## config.mk

```make
export PLATFORM = sky130hd
export DESIGN_NAME = utf8_stream_decoder_counter_unit
export DESIGN_NICKNAME = d
export VERILOG_FILES = /design/src/sv/utfd_pkg.sv /design/src/sv/utfd_fifo.sv /design/src/sv/utfd_front.sv /design/src/sv/utfd_back.sv /design/src/sv/utf8_stream_decoder_counter_unit.sv
export SDC_FILE = /design/constraint.sdc
export NUM_CORES = 1
export LEC_CHECK = 0
export BUFFER_PORTS_ARGS = -buffer_cell sky130_fd_sc_hd__buf_2
export CAP_MARGIN = 10
export CORE_ASPECT_RATIO = 0.8
export CORE_MARGIN = 8
export CORE_UTILIZATION = 30
export CTS_CLUSTER_DIAMETER = 40
export DETAILED_ROUTE_END_ITERATION = 16
export GPL_TIMING_DRIVEN = 0
export PLACE_DENSITY = 0.49
export SLEW_MARGIN = 5
export SYNTH_ARGS = -nofsm -noshare
export SYNTH_HDL_FRONTEND = slang
export SYNTH_SLANG_ARGS = --single-unit
```

## constraint.sdc

```tcl
create_clock -name clock -period 6.54 [get_ports clock]
set_input_delay 0 -clock clock [delete_from_list [all_inputs] [get_ports clock]]
set_output_delay 0 -clock clock [all_outputs]
set_load 0.01 [all_outputs]
```

## src/sv/utfd_pkg.sv

```systemverilog
// Shared types, constants and a helper function for the UTF-8 stream decoder.
// Used by the front end, back end and top level of the decoder; depends on nothing else.

package utfd_pkg;

   localparam int CP_W  = 21;
   localparam int OFF_W = 16;
   localparam int CNT_W = 16;
   localparam int LEN_W = 3;
   localparam int PEND_W = 2;
   localparam int PAYLOAD_W = 7;
   localparam int CSR_IDX_W = 1;
   localparam int CSR_DATA_W = 21;

   localparam longint unsigned MAX_BYTES_DEFAULT = 65535;
   localparam int QUEUE_DEPTH_DEFAULT = 4;

   localparam logic [CP_W-1:0] MAX_CP_RESET = 21'h10FFFF;
   localparam logic [CP_W-1:0] MIN_TWO_BYTE = 21'h000080;
   localparam logic [CP_W-1:0] MIN_THREE_BYTE = 21'h000800;
   localparam logic [CP_W-1:0] MIN_FOUR_BYTE = 21'h010000;
   localparam logic [CP_W-1:0] SURROGATE_LO = 21'h00D800;
   localparam logic [CP_W-1:0] SURROGATE_HI = 21'h00DFFF;

   localparam logic [CSR_IDX_W-1:0] CSR_MAX_CODE_POINT = 1'b0;
   localparam logic [CSR_IDX_W-1:0] CSR_TARGET_INDEX = 1'b1;

   typedef enum logic [2:0] {
      CLS_ASCII,
      CLS_LEAD2,
      CLS_LEAD3,
      CLS_LEAD4,
      CLS_CONT,
      CLS_INVALID
   } byte_class_type;

   typedef struct packed {
      byte_class_type         cls;
      logic [PAYLOAD_W-1:0]   payload;
      logic                   last;
   } item_type;

   typedef struct packed {
      logic               char_done;
      logic [CP_W-1:0]    code_point;
      logic [OFF_W-1:0]   char_start;
      logic [CNT_W-1:0]   char_count;
      logic               error;
      logic               target_found;
      logic [OFF_W-1:0]   target_offset;
      logic               end_of_string;
   } result_type;

   function automatic logic value_ok(input logic [CP_W-1:0] v, input logic [LEN_W-1:0] len,
                                     input logic [CP_W-1:0] max_cp);
      logic [CP_W-1:0] minimum;
      logic ok;
      case (len)
         3'd2: minimum = MIN_TWO_BYTE;
         3'd3: minimum = MIN_THREE_BYTE;
         default: minimum = MIN_FOUR_BYTE;
      endcase
      ok = 1'b1;
      if (len > 3'd1 && v < minimum) ok = 1'b0;
      if (v > max_cp) ok = 1'b0;
      if (v >= SURROGATE_LO && v <= SURROGATE_HI) ok = 1'b0;
      return ok;
   endfunction

endpackage

```

## src/sv/utfd_fifo.sv

```systemverilog
// Small first-in first-out queue of fixed-width words with a queue-style handshake.
// Uses no package; instantiated by the decoder top level for both queues.

module utfd_fifo #(
   parameter int WIDTH = 8,
   parameter int DEPTH = 4
) (
   input  logic             clock,
   input  logic             reset,
   input  logic             push,
   input  logic [WIDTH-1:0] push_data,
   output logic             full,
   input  logic             pop,
   output logic [WIDTH-1:0] pop_data,
   output logic             empty
);

   localparam int AW = $clog2(DEPTH);

   logic [WIDTH-1:0] store_ff [DEPTH];
   logic [AW-1:0]    wr_ptr_ff, rd_ptr_ff;
   logic [AW:0]      count_ff;
   logic             do_push, do_pop;

   assign full     = (count_ff == (AW+1)'(DEPTH));
   assign empty    = (count_ff == '0);
   assign do_push  = push && !full;
   assign do_pop   = pop && !empty;
   assign pop_data = store_ff[rd_ptr_ff];

   always_ff @(posedge clock) begin
      if (do_push) begin
         store_ff[wr_ptr_ff] <= push_data;
      end
   end

   always_ff @(posedge clock) begin
      if (reset) begin
         wr_ptr_ff <= '0;
         rd_ptr_ff <= '0;
         count_ff  <= '0;
      end else begin
         if (do_push) wr_ptr_ff <= wr_ptr_ff + 1'b1;
         if (do_pop) rd_ptr_ff <= rd_ptr_ff + 1'b1;
         if (do_push && !do_pop) begin
            count_ff <= count_ff + 1'b1;
         end else if (do_pop && !do_push) begin
            count_ff <= count_ff - 1'b1;
         end
      end
   end

endmodule

```

## src/sv/utfd_front.sv

```systemverilog
// Front end of the decoder: classifies each incoming byte by its UTF-8 role.
// Depends on utfd_pkg for the byte class and queue item types.

module utfd_front
   import utfd_pkg::*;
(
   input  logic [7:0] req_data_byte,
   input  logic       req_last,
   output item_type   item
);

   logic [7:0] b;

   assign b = req_data_byte;

   always_comb begin
      item.last = req_last;
      if (b < 8'h80) begin
         item.cls     = CLS_ASCII;
         item.payload = b[6:0];
      end else if (b < 8'hC0) begin
         item.cls     = CLS_CONT;
         item.payload = {1'b0, b[5:0]};
      end else if (b < 8'hE0) begin
         item.cls     = CLS_LEAD2;
         item.payload = {2'b00, b[4:0]};
      end else if (b < 8'hF0) begin
         item.cls     = CLS_LEAD3;
         item.payload = {3'b000, b[3:0]};
      end else if (b < 8'hF8) begin
         item.cls     = CLS_LEAD4;
         item.payload = {4'b0000, b[2:0]};
      end else begin
         item.cls     = CLS_INVALID;
         item.payload = '0;
      end
   end

endmodule

```

## src/sv/utfd_back.sv

```systemverilog
// Back end of the decoder: sequence state, checks, counting and target search.
// Depends on utfd_pkg; holds the configuration registers.

module utfd_back
   import utfd_pkg::*;
#(
   parameter longint unsigned MAX_BYTES = MAX_BYTES_DEFAULT
) (
   input  logic                  clock,
   input  logic                  reset,
   input  logic                  csr_write_enable,
   input  logic [CSR_IDX_W-1:0]  csr_index,
   input  logic [CSR_DATA_W-1:0] csr_data,
   input  logic                  item_valid,
   input  item_type              item,
   output logic                  item_take,
   input  logic                  result_full,
   output logic                  result_push,
   output result_type            result
);

   localparam int POS_BITS = $clog2(MAX_BYTES + 1);
   localparam int POS_W = (POS_BITS > OFF_W) ? POS_BITS : OFF_W;

   logic [CP_W-1:0]   max_cp_ff;
   logic [CNT_W-1:0]  tidx_ff;

   logic [PEND_W-1:0] pend_ff, pend_in;
   logic [LEN_W-1:0]  len_ff, len_in;
   logic [CP_W-1:0]   acc_ff, acc_in;
   logic [POS_W-1:0]  pos_ff, pos_in;
   logic [OFF_W-1:0]  start_ff, start_in;
   logic [CNT_W-1:0]  cnt_ff, cnt_in;
   logic              err_ff, err_in;
   logic              tseen_ff, tseen_in;
   logic [OFF_W-1:0]  tpos_ff, tpos_in;
   logic              done;

   assign item_take   = item_valid && !result_full;
   assign result_push = item_take;

   always_comb begin
      pend_in  = pend_ff;
      len_in   = len_ff;
      acc_in   = acc_ff;
      pos_in   = pos_ff;
      start_in = start_ff;
      cnt_in   = cnt_ff;
      err_in   = err_ff;
      tseen_in = tseen_ff;
      tpos_in  = tpos_ff;
      done     = 1'b0;
      if (pos_ff >= POS_W'(MAX_BYTES)) begin
         err_in = 1'b1;
      end else begin
         pos_in = pos_ff + 1'b1;
         if (!err_ff) begin
            if (pend_ff == '0) begin
               if (!tseen_ff && cnt_ff == tidx_ff) begin
                  tseen_in = 1'b1;
                  tpos_in  = pos_ff[OFF_W-1:0];
               end
               start_in = pos_ff[OFF_W-1:0];
               case (item.cls)
                  CLS_ASCII: begin
                     len_in = 3'd1;
                     acc_in = CP_W'(item.payload);
                  end
                  CLS_LEAD2: begin
                     len_in  = 3'd2;
                     pend_in = 2'd1;
                     acc_in  = CP_W'(item.payload);
                  end
                  CLS_LEAD3: begin
                     len_in  = 3'd3;
                     pend_in = 2'd2;
                     acc_in  = CP_W'(item.payload);
                  end
                  CLS_LEAD4: begin
                     len_in  = 3'd4;
                     pend_in = 2'd3;
                     acc_in  = CP_W'(item.payload);
                  end
                  default: begin
                     err_in = 1'b1;
                  end
               endcase
            end else if (item.cls != CLS_CONT) begin
               err_in  = 1'b1;
               pend_in = '0;
            end else begin
               acc_in  = {acc_ff[CP_W-7:0], item.payload[5:0]};
               pend_in = pend_ff - 1'b1;
            end
            if (!err_in && pend_in == '0) begin
               if (value_ok(acc_in, len_in, max_cp_ff)) begin
                  done = 1'b1;
                  if (cnt_ff != '1) cnt_in = cnt_ff + 1'b1;
               end else begin
                  err_in = 1'b1;
               end
            end
         end
      end
      if (item.last) begin
         if (!err_in && pend_in != '0) err_in = 1'b1;
         if (!err_in && !tseen_in && cnt_in == tidx_ff) begin
            tseen_in = 1'b1;
            tpos_in  = pos_in[OFF_W-1:0];
         end
      end
   end

   always_comb begin
      result.char_done     = done;
      result.code_point    = done ? acc_in : '0;
      result.char_start    = done ? start_in : '0;
      result.char_count    = cnt_in;
      result.error         = err_in;
      result.target_found  = tseen_in;
      result.target_offset = tseen_in ? tpos_in : '0;
      result.end_of_string = item.last;
   end

   always_ff @(posedge clock) begin
      if (reset) begin
         max_cp_ff <= MAX_CP_RESET;
         tidx_ff   <= '0;
      end else if (csr_write_enable) begin
         if (csr_index == CSR_MAX_CODE_POINT) max_cp_ff <= csr_data;
         if (csr_index == CSR_TARGET_INDEX) tidx_ff <= csr_data[CNT_W-1:0];
      end
   end

   always_ff @(posedge clock) begin
      if (reset) begin
         pend_ff  <= '0;
         len_ff   <= '0;
         acc_ff   <= '0;
         pos_ff   <= '0;
         start_ff <= '0;
         cnt_ff   <= '0;
         err_ff   <= 1'b0;
         tseen_ff <= 1'b0;
         tpos_ff  <= '0;
      end else if (item_take) begin
         if (item.last) begin
            pend_ff  <= '0;
            len_ff   <= '0;
            acc_ff   <= '0;
            pos_ff   <= '0;
            start_ff <= '0;
            cnt_ff   <= '0;
            err_ff   <= 1'b0;
            tseen_ff <= 1'b0;
            tpos_ff  <= '0;
         end else begin
            pend_ff  <= pend_in;
            len_ff   <= len_in;
            acc_ff   <= acc_in;
            pos_ff   <= pos_in;
            start_ff <= start_in;
            cnt_ff   <= cnt_in;
            err_ff   <= err_in;
            tseen_ff <= tseen_in;
            tpos_ff  <= tpos_in;
         end
      end
   end

   a_pending_within_length: assert property (@(posedge clock) disable iff (reset)
      (pend_ff != '0) |-> ({1'b0, pend_ff} < len_ff))
      else $error("pending continuation count exceeds sequence length");

   a_error_sticky: assert property (@(posedge clock) disable iff (reset)
      (err_ff && !(item_take && item.last)) |=> err_ff)
      else $error("error flag cleared before end of string");

   a_clear_after_last: assert property (@(posedge clock) disable iff (reset)
      (item_take && item.last) |=> (pos_ff == '0 && cnt_ff == '0 && !err_ff && !tseen_ff))
      else $error("string state not cleared after final byte");

   a_done_without_error: assert property (@(posedge clock) disable iff (reset)
      result_push |-> !(result.char_done && result.error))
      else $error("character reported complete together with an error");

endmodule

```

## src/sv/utf8_stream_decoder_counter_unit.sv

```systemverilog
// UTF-8 stream decoder and character counter: takes one byte per cycle.
// A byte accepted into the item queue is decoded by the back end and its result is written
// into the result queue, from which it appears on the result ports and may be popped.
// Throughput is one byte per cycle while neither queue is full.
// Reset is synchronous: it empties both queues, clears the string state and
// restores max_code_point to 0x10FFFF and target_index to 0.

module utf8_stream_decoder_counter_unit
   import utfd_pkg::*;
#(
   parameter longint unsigned MAX_BYTES = MAX_BYTES_DEFAULT,
   parameter int QUEUE_DEPTH = QUEUE_DEPTH_DEFAULT
) (
   input  logic                  clock,
   input  logic                  reset,
   input  logic                  push,
   output logic                  full,
   input  logic [7:0]            req_data_byte,
   input  logic                  req_last,
   output logic                  empty,
   input  logic                  pop,
   output logic                  rsp_char_done,
   output logic [CP_W-1:0]       rsp_code_point,
   output logic [OFF_W-1:0]      rsp_char_start,
   output logic [CNT_W-1:0]      rsp_char_count,
   output logic                  rsp_error,
   output logic                  rsp_target_found,
   output logic [OFF_W-1:0]      rsp_target_offset,
   output logic                  rsp_end_of_string,
   input  logic                  csr_write_enable,
   input  logic [CSR_IDX_W-1:0]  csr_index,
   input  logic [CSR_DATA_W-1:0] csr_data
);

   item_type   front_item, queued_item;
   result_type back_result, head_result;
   logic       item_empty, item_take;
   logic       result_full, result_push;

   utfd_front u_front (
      .req_data_byte (req_data_byte),
      .req_last      (req_last),
      .item          (front_item)
   );

   utfd_fifo #(
      .WIDTH ($bits(item_type)),
      .DEPTH (QUEUE_DEPTH)
   ) u_item_queue (
      .clock     (clock),
      .reset     (reset),
      .push      (push),
      .push_data (front_item),
      .full      (full),
      .pop       (item_take),
      .pop_data  (queued_item),
      .empty     (item_empty)
   );

   utfd_back #(
      .MAX_BYTES (MAX_BYTES)
   ) u_back (
      .clock            (clock),
      .reset            (reset),
      .csr_write_enable (csr_write_enable),
      .csr_index        (csr_index),
      .csr_data         (csr_data),
      .item_valid       (!item_empty),
      .item             (queued_item),
      .item_take        (item_take),
      .result_full      (result_full),
      .result_push      (result_push),
      .result           (back_result)
   );

   utfd_fifo #(
      .WIDTH ($bits(result_type)),
      .DEPTH (QUEUE_DEPTH)
   ) u_result_queue (
      .clock     (clock),
      .reset     (reset),
      .push      (result_push),
      .push_data (back_result),
      .full      (result_full),
      .pop       (pop),
      .pop_data  (head_result),
      .empty     (empty)
   );

   assign rsp_char_done     = head_result.char_done;
   assign rsp_code_point    = head_result.code_point;
   assign rsp_char_start    = head_result.char_start;
   assign rsp_char_count    = head_result.char_count;
   assign rsp_error         = head_result.error;
   assign rsp_target_found  = head_result.target_found;
   assign rsp_target_offset = head_result.target_offset;
   assign rsp_end_of_string = head_result.end_of_string;

endmodule
```

## Word-level counts from Yosys, hierarchy flattened

Memory sizes are Yosys's and may differ from the RTL's. A register that Yosys moved wholly into a read port is not among the register bits.
Index checks and enable logic that the tools add are counted.

- Logic and storage cells: 192
- Memories kept: 2
- Output and inout port bits: 75
- Bits of input ports: 36
- Flip-flop bits (word level): 143
- Bits in writable memories: 336
- Bits in latches: 0
- ROM bits: 0

Memory list:

| name | depth | bits a word | rd ports | clocked after Yosys merged registers in | wr ports | line | source |
|---|---|---|---|---|---|---|---|
| u_result_queue.store_ff | 4 | 73 | 1 | 1 | 1 | utfd_fifo.sv:20 | `logic [WIDTH-1:0] store_ff [DEPTH];` |
| u_item_queue.store_ff | 4 | 11 | 1 | 1 | 1 | utfd_fifo.sv:20 |  |

- Div/mod/pow operators: 0
- Reductions and logical operators: 41
- Bitwise logic cells: 1
- Add/sub/neg operators: 11
- Multiplexer cells: 96
- Shifts and indexed selects: 0
- Multipliers: 0
- Equality and inequality tests: 13
- Magnitude comparators: 11

Operators by type and width:

| kind | count |
|---|---|
| $mux W16 | 21 |
| $mux W21 | 12 |
| $mux W10 | 5 |
| $lt A8 B8 Y1 const B | 5 |
| $mux W1 | 34 |
| $pmux W17 S2 | 1 |
| $add A16 B1 Y16 const B | 2 |
| $eq A16 B16 Y1 | 2 |
| $mux W3 | 10 |
| $mux W2 | 11 |
| $ge A21 B16 Y1 const B | 1 |
| $gt A21 B21 Y1 | 1 |
| $le A21 B16 Y1 const B | 1 |
| $lt A21 B21 Y1 | 1 |
| $ge A16 B16 Y1 const B | 1 |
| $logic_and A1 B1 Y1 | 16 |
| $ne A16 B16 Y1 const B | 1 |
| $logic_not A1 Y1 | 13 |
| $eq A3 B2 Y1 const B | 4 |
| $pmux W3 S4 | 1 |
| $logic_not A3 Y1 | 3 |
| $add A2 B1 Y2 const B | 4 |
| $add A3 B1 Y3 const B | 2 |
| $eq A3 B3 Y1 const B | 2 |
| 13 further kinds | 19 |

## Longest topological paths before layout

- Word-level depth: 33
- Depth in mapped cells: 23
- Gate-level depth less buffers: 21

## Cells and area by module

Synthesis repeated with hierarchy kept, for this count alone.

- Cell total of the unflattened synthesis: 1,737
- Area, all modules: 21,949.8 sq um

Modules (own cells, without submodules):

| module | seq. area each (sq um) | area an instance (sq um) | instances | cells each |
|---|---|---|---|---|
| utfd_fifo (u_result_queue) | 8,948.6 | 11,071.9 | 1 | 429 |
| utfd_back | 2,582.5 | 8,709.6 | 1 | 1,186 |
| utfd_fifo (u_item_queue) | 1,501.4 | 2,055.7 | 1 | 105 |
| utfd_front | 0.0 | 108.9 | 1 | 16 |
| utf8_stream_decoder_counter_unit | 0.0 | 3.8 | 1 | 1 |

## Worst setup path before layout

No wires, ideal clock.

- Path type: register -> register
- Start: register (tool-made name)
- End: memory u_result_queue.store_ff[0][15] in the netlist's numbering (data pin)
- Path slack: 1.101 ns
- Data arrival time: 5.260 ns
- Library setup time: 0.179 ns
- Required time: 6.361 ns
- Cell stages (with the launch flop): 21
- Path buffers: 3
- Cell sequence: dfxtp_1 > mux4_1 > clkbuf_1 > nor4b_2 > buf_4 > nor2_1 > mux2_2 > ha_1 > nor2b_1 > o21bai_1 > a311oi_1 > o31ai_1 > a22o_1 > nand2b_4 > nor3_1 > mux2_2 > a2111o_1 > nor4b_4 > buf_6 > nand4_1 > a21oi_1

RTL lines:

| item | line |
|---|---|
| end, declared | utfd_fifo.sv:20 |

==> flow_summary.ini <==
[drt]
ant_nets = 0
route.detailed.drc = 0
firstDrtPassIters = 5
routed_via_density = 5.11
drt-initial-drc-count = 1324
dr_total_vias = 14900
wire_per_inst_microns = 21.8
totalWireLength_mm = 63.5

[yosys]
synth_xor_xnor_area_share = 0.0197
yosysWarnings = 0
synth-edff-count = 336
synthAdderAreaFrac = 0.0230
synth.area.mux_share = 0.0964
synth_area_leaders = edfxtp_1 47%, dfxtp_1 14%, mux4_2 8.8%
synth_top_cell_by_area = edfxtp_1
ys_ff_latch = 483
syn_nets = 1755
synth-async-reset-ratio = 0
synth_area_sq_um = 21300
ys_seq_area_frac = 0.611
synth-compound-area-share = 0.0962
yosysTopAreaCellShare = 0.473
avgSynthCellArea_sq_um = 12.7
yosysMostFrequentCell = edfxtp_1
synth_cells = 1681
synth.top_cells.by_count = 336 x edfxtp_1, 177 x nor2_1, 147 x dfxtp_1, 142 x nand2_1, 90 x clkbuf_1
yosys.area_share.simple = 0.122
synth_top_family_by_area = simple AND/OR/NAND/NOR gates
ys.flop_type = edfxtp_1
yosysUniqueCellTypes = 81

[global_routing]
grt_pass1_wl_mm = 94.1
grt_overflow = 0
grt_max_degree = 44
antenna_found_initial = 4
grt_pass1_vias = 14800
gr-usage-all-layers = 0.155

[pwr]
comb_power_share = 0.309
pwr_density_cell_nw_per_um2 = 454
p_sw_uw = 4200
ir_worst_vdd_mv = 0.222
p_leak_uw = 0.00931
clockPowerShare = 0.348
intPower_uw = 7750
pwr-share-seq = 0.343
swShare = 0.351

[setup_path]
crit_type = flip-flop to flip-flop
cp_max_fo = 10
arrival_ns = 6.71
cp-end-kind = flip-flop
cp_cell_sequence = buf_6 > mux4_2 > nor3b_4 > nand2_1 > clkbuf_1 > nand3_1 > nand2_1 > ha_1 > a21o_1 > a21o_1 > a21oi_1 > o21a_1 > a22o_1 > nand2b_4 > or4_4 > xor2_1 > a2111o_1 > nor4b_4 > buf_4 > buf_6 > nand4_1 > a21oi_4
slowest_stage = mux4_2
worstPathRequired_ns = 6.95
critPathMaxStageDelay_ns = 0.66
worst-path-buf-inv = 4
cpLargestDelayFamily = simple AND/OR/NAND/NOR gates
cp-start-kind = flip-flop

[timing]
period_needed_ns = 6.29
drv_slew = 0
hold_violations = 0
finalSetupViolations = 0
fin_crit_sh = 0.963
rsz0062_at_grt = no
setup_ws_ns = 0.245
worst_pin_slew_ns = 1.16
skew_ns = 0.0386
slew-limit-headroom = 0.227
fmax_mhz = 159

[run]
maxCapViolCount = 0

[outcome]
outcome = completed

[finish]
utilization = 0.374
multiInputGateArea_sq_um = 7710
regArea_sq_um = 13000
syn_to_final_growth_pct = 23.4
drive_gt1_frac = 0.196
finalNetCount = 1987
nFillCells = 6780
fin_area_sq_um = 26300

[die]
die-area_sq_um = 79900
coreArea_sq_um = 70400
initial_core_util = 0.303
die_height_microns = 254
die_x_microns = 314
rows = 87
io-pin-count = 111

[clock_tree]
clockRootBuffer = clkbuf_16
cts_buffer_depth = 3
cts_tree = built
cts.sinks = 483
clk_transition_reported_paths_ns = 0.05
insertion_delay_ns = 0.62
htree_num_levels = 3
cts_buffers = 77

[placed_design]
dp_slack_ns = -0.634
io_buffers = 109
hpwl_mm = 44.4
postPlaceCellArea_sq_um = 23200
gp_congestion = 0.906

[hold_path]
hold_path.class = input port to flip-flop
logic make-up after synthesis:
group,count (synthesis)
flops,483
fa+ha+maj,38
xor+xnor,48
compound gates,301
buf+inv,171
simple gates,541
mux,99
worst paths after layout:
kind                      start                              to  depth (start not counted)  slack, ns
max                   flip-flop  u_result_queue.store_ff[3][15]                         22       0.25
min                        push       u_item_queue.wr_ptr_ff[0]                          5       0.06
max reg2reg           flip-flop  u_result_queue.store_ff[3][15]                         22       0.25
min reg2reg  u_back.tidx_ff[11]              u_back.tidx_ff[11]                          2       0.48
layout by cell type, fill, tap and decap left out, types with 8 or more instances in the layout:
cell type	synthesis	final
a211o_1	17	17
a21o_1	9	9
a21oi_1	79	78
a22oi_1	89	89
a31oi_1	9	9
and2_1	36	32
and3_1	14	14
buf_1	13	13
buf_2	9	118
clkbuf_1	90	93
clkbuf_16	0	79
dfxtp_1	147	147
dlygate4sd3_1	0	39
edfxtp_1	336	336
ha_1	36	36
inv_1	54	54
inv_6	0	14
inv_8	0	10
mux2_2	8	8
mux4_2	83	83
nand2_1	142	142
nand2b_1	9	9
nand3_1	48	48
nand4_1	16	16
nor2_1	177	175
nor2b_1	13	13
nor3_1	27	26
nor4_1	17	16
o21ai_0	31	31
xnor2_1	23	23
xor2_1	25	24
power groups by stage:
stage	registers, uW	logic [uW]	clock network, uW
final	4100	3690	4150
after global routing	4150	4020	4360
after CTS	4110	3740	4240
after detailed placement	4170	3690	0
after global placement	4210	3600	0
after floorplan	4140	2210	0
routing by layer:
| metal | routed length [microns] | vias up | track usage |
|---|---|---|---|
| li1 | - | 6818 | - |
| met1 | 31500 | 7481 | 0.235 |
| met2 | 26900 | 472 | 0.226 |
| met3 | 3890 | 91 | 0.0279 |
| met4 | 1160 | 2 | 0.0416 |
| met5 | 13 | - | 0 |
tightest hold or removal path: stages:
cell,delay (ns)
buf_2,0.09
nor2b_1,0.12
clkbuf_1,0.18
xnor2_1,0.17
nor2_1,0.04
final cells by class:
type / count / share of cell area
flip-flops and latches: 483 / 0.495
clock buffers: 83 / 0.0757
multi-input cells: 1027 / 0.293
plain buffers: 115 / 0.0176
repair buffers: 154 / 0.0406
inverters: 55 / 0.00785
well taps: 934 / 0.0444
diodes: 1 / 0.0000951
clock inverters: 57 / 0.0252
metrics by stage:
stage	total power, uW	setup TNS (ns)	hold slack [ns]	cells
after global placement	7820	-15.29	0.213	2724
after floorplan	6350	0	0.0989	1681
after detailed placement	7860	-14.09	0.237	2729
final	11900	0	0.0562	2909
after global routing	12500	0	0.120	2908
after CTS	12100	0	0.0192	2908
repair_timing:
item                                   in CTS  in global routing
setup endpoints to repair                  64                 60
pin swaps                                   0                  2
gates resized for setup                     8                  6
hold buffers                               39                  0
setup buffers                               0                  1
endpoints found under the hold margin      86                  0
registers in the layout (all words and copies together), names as in the netlist, named ones only:
name and flops:
u_back.acc_ff 21, u_back.cnt_ff 16, u_back.err_ff 1, u_back.len_ff 3, u_back.max_cp_ff 21, u_back.pend_ff 2, u_back.pos_ff 16, u_back.start_ff 16
u_back.tidx_ff 16, u_back.tpos_ff 16, u_back.tseen_ff 1, u_item_queue.count_ff 3, u_item_queue.rd_ptr_ff 2, u_item_queue.store_ff 44, u_item_queue.wr_ptr_ff 2, u_result_queue.count_ff 3
u_result_queue.rd_ptr_ff 2, u_result_queue.store_ff 292, u_result_queue.wr_ptr_ff 2
No activity file was read; power rests on OpenSTA's default activity.
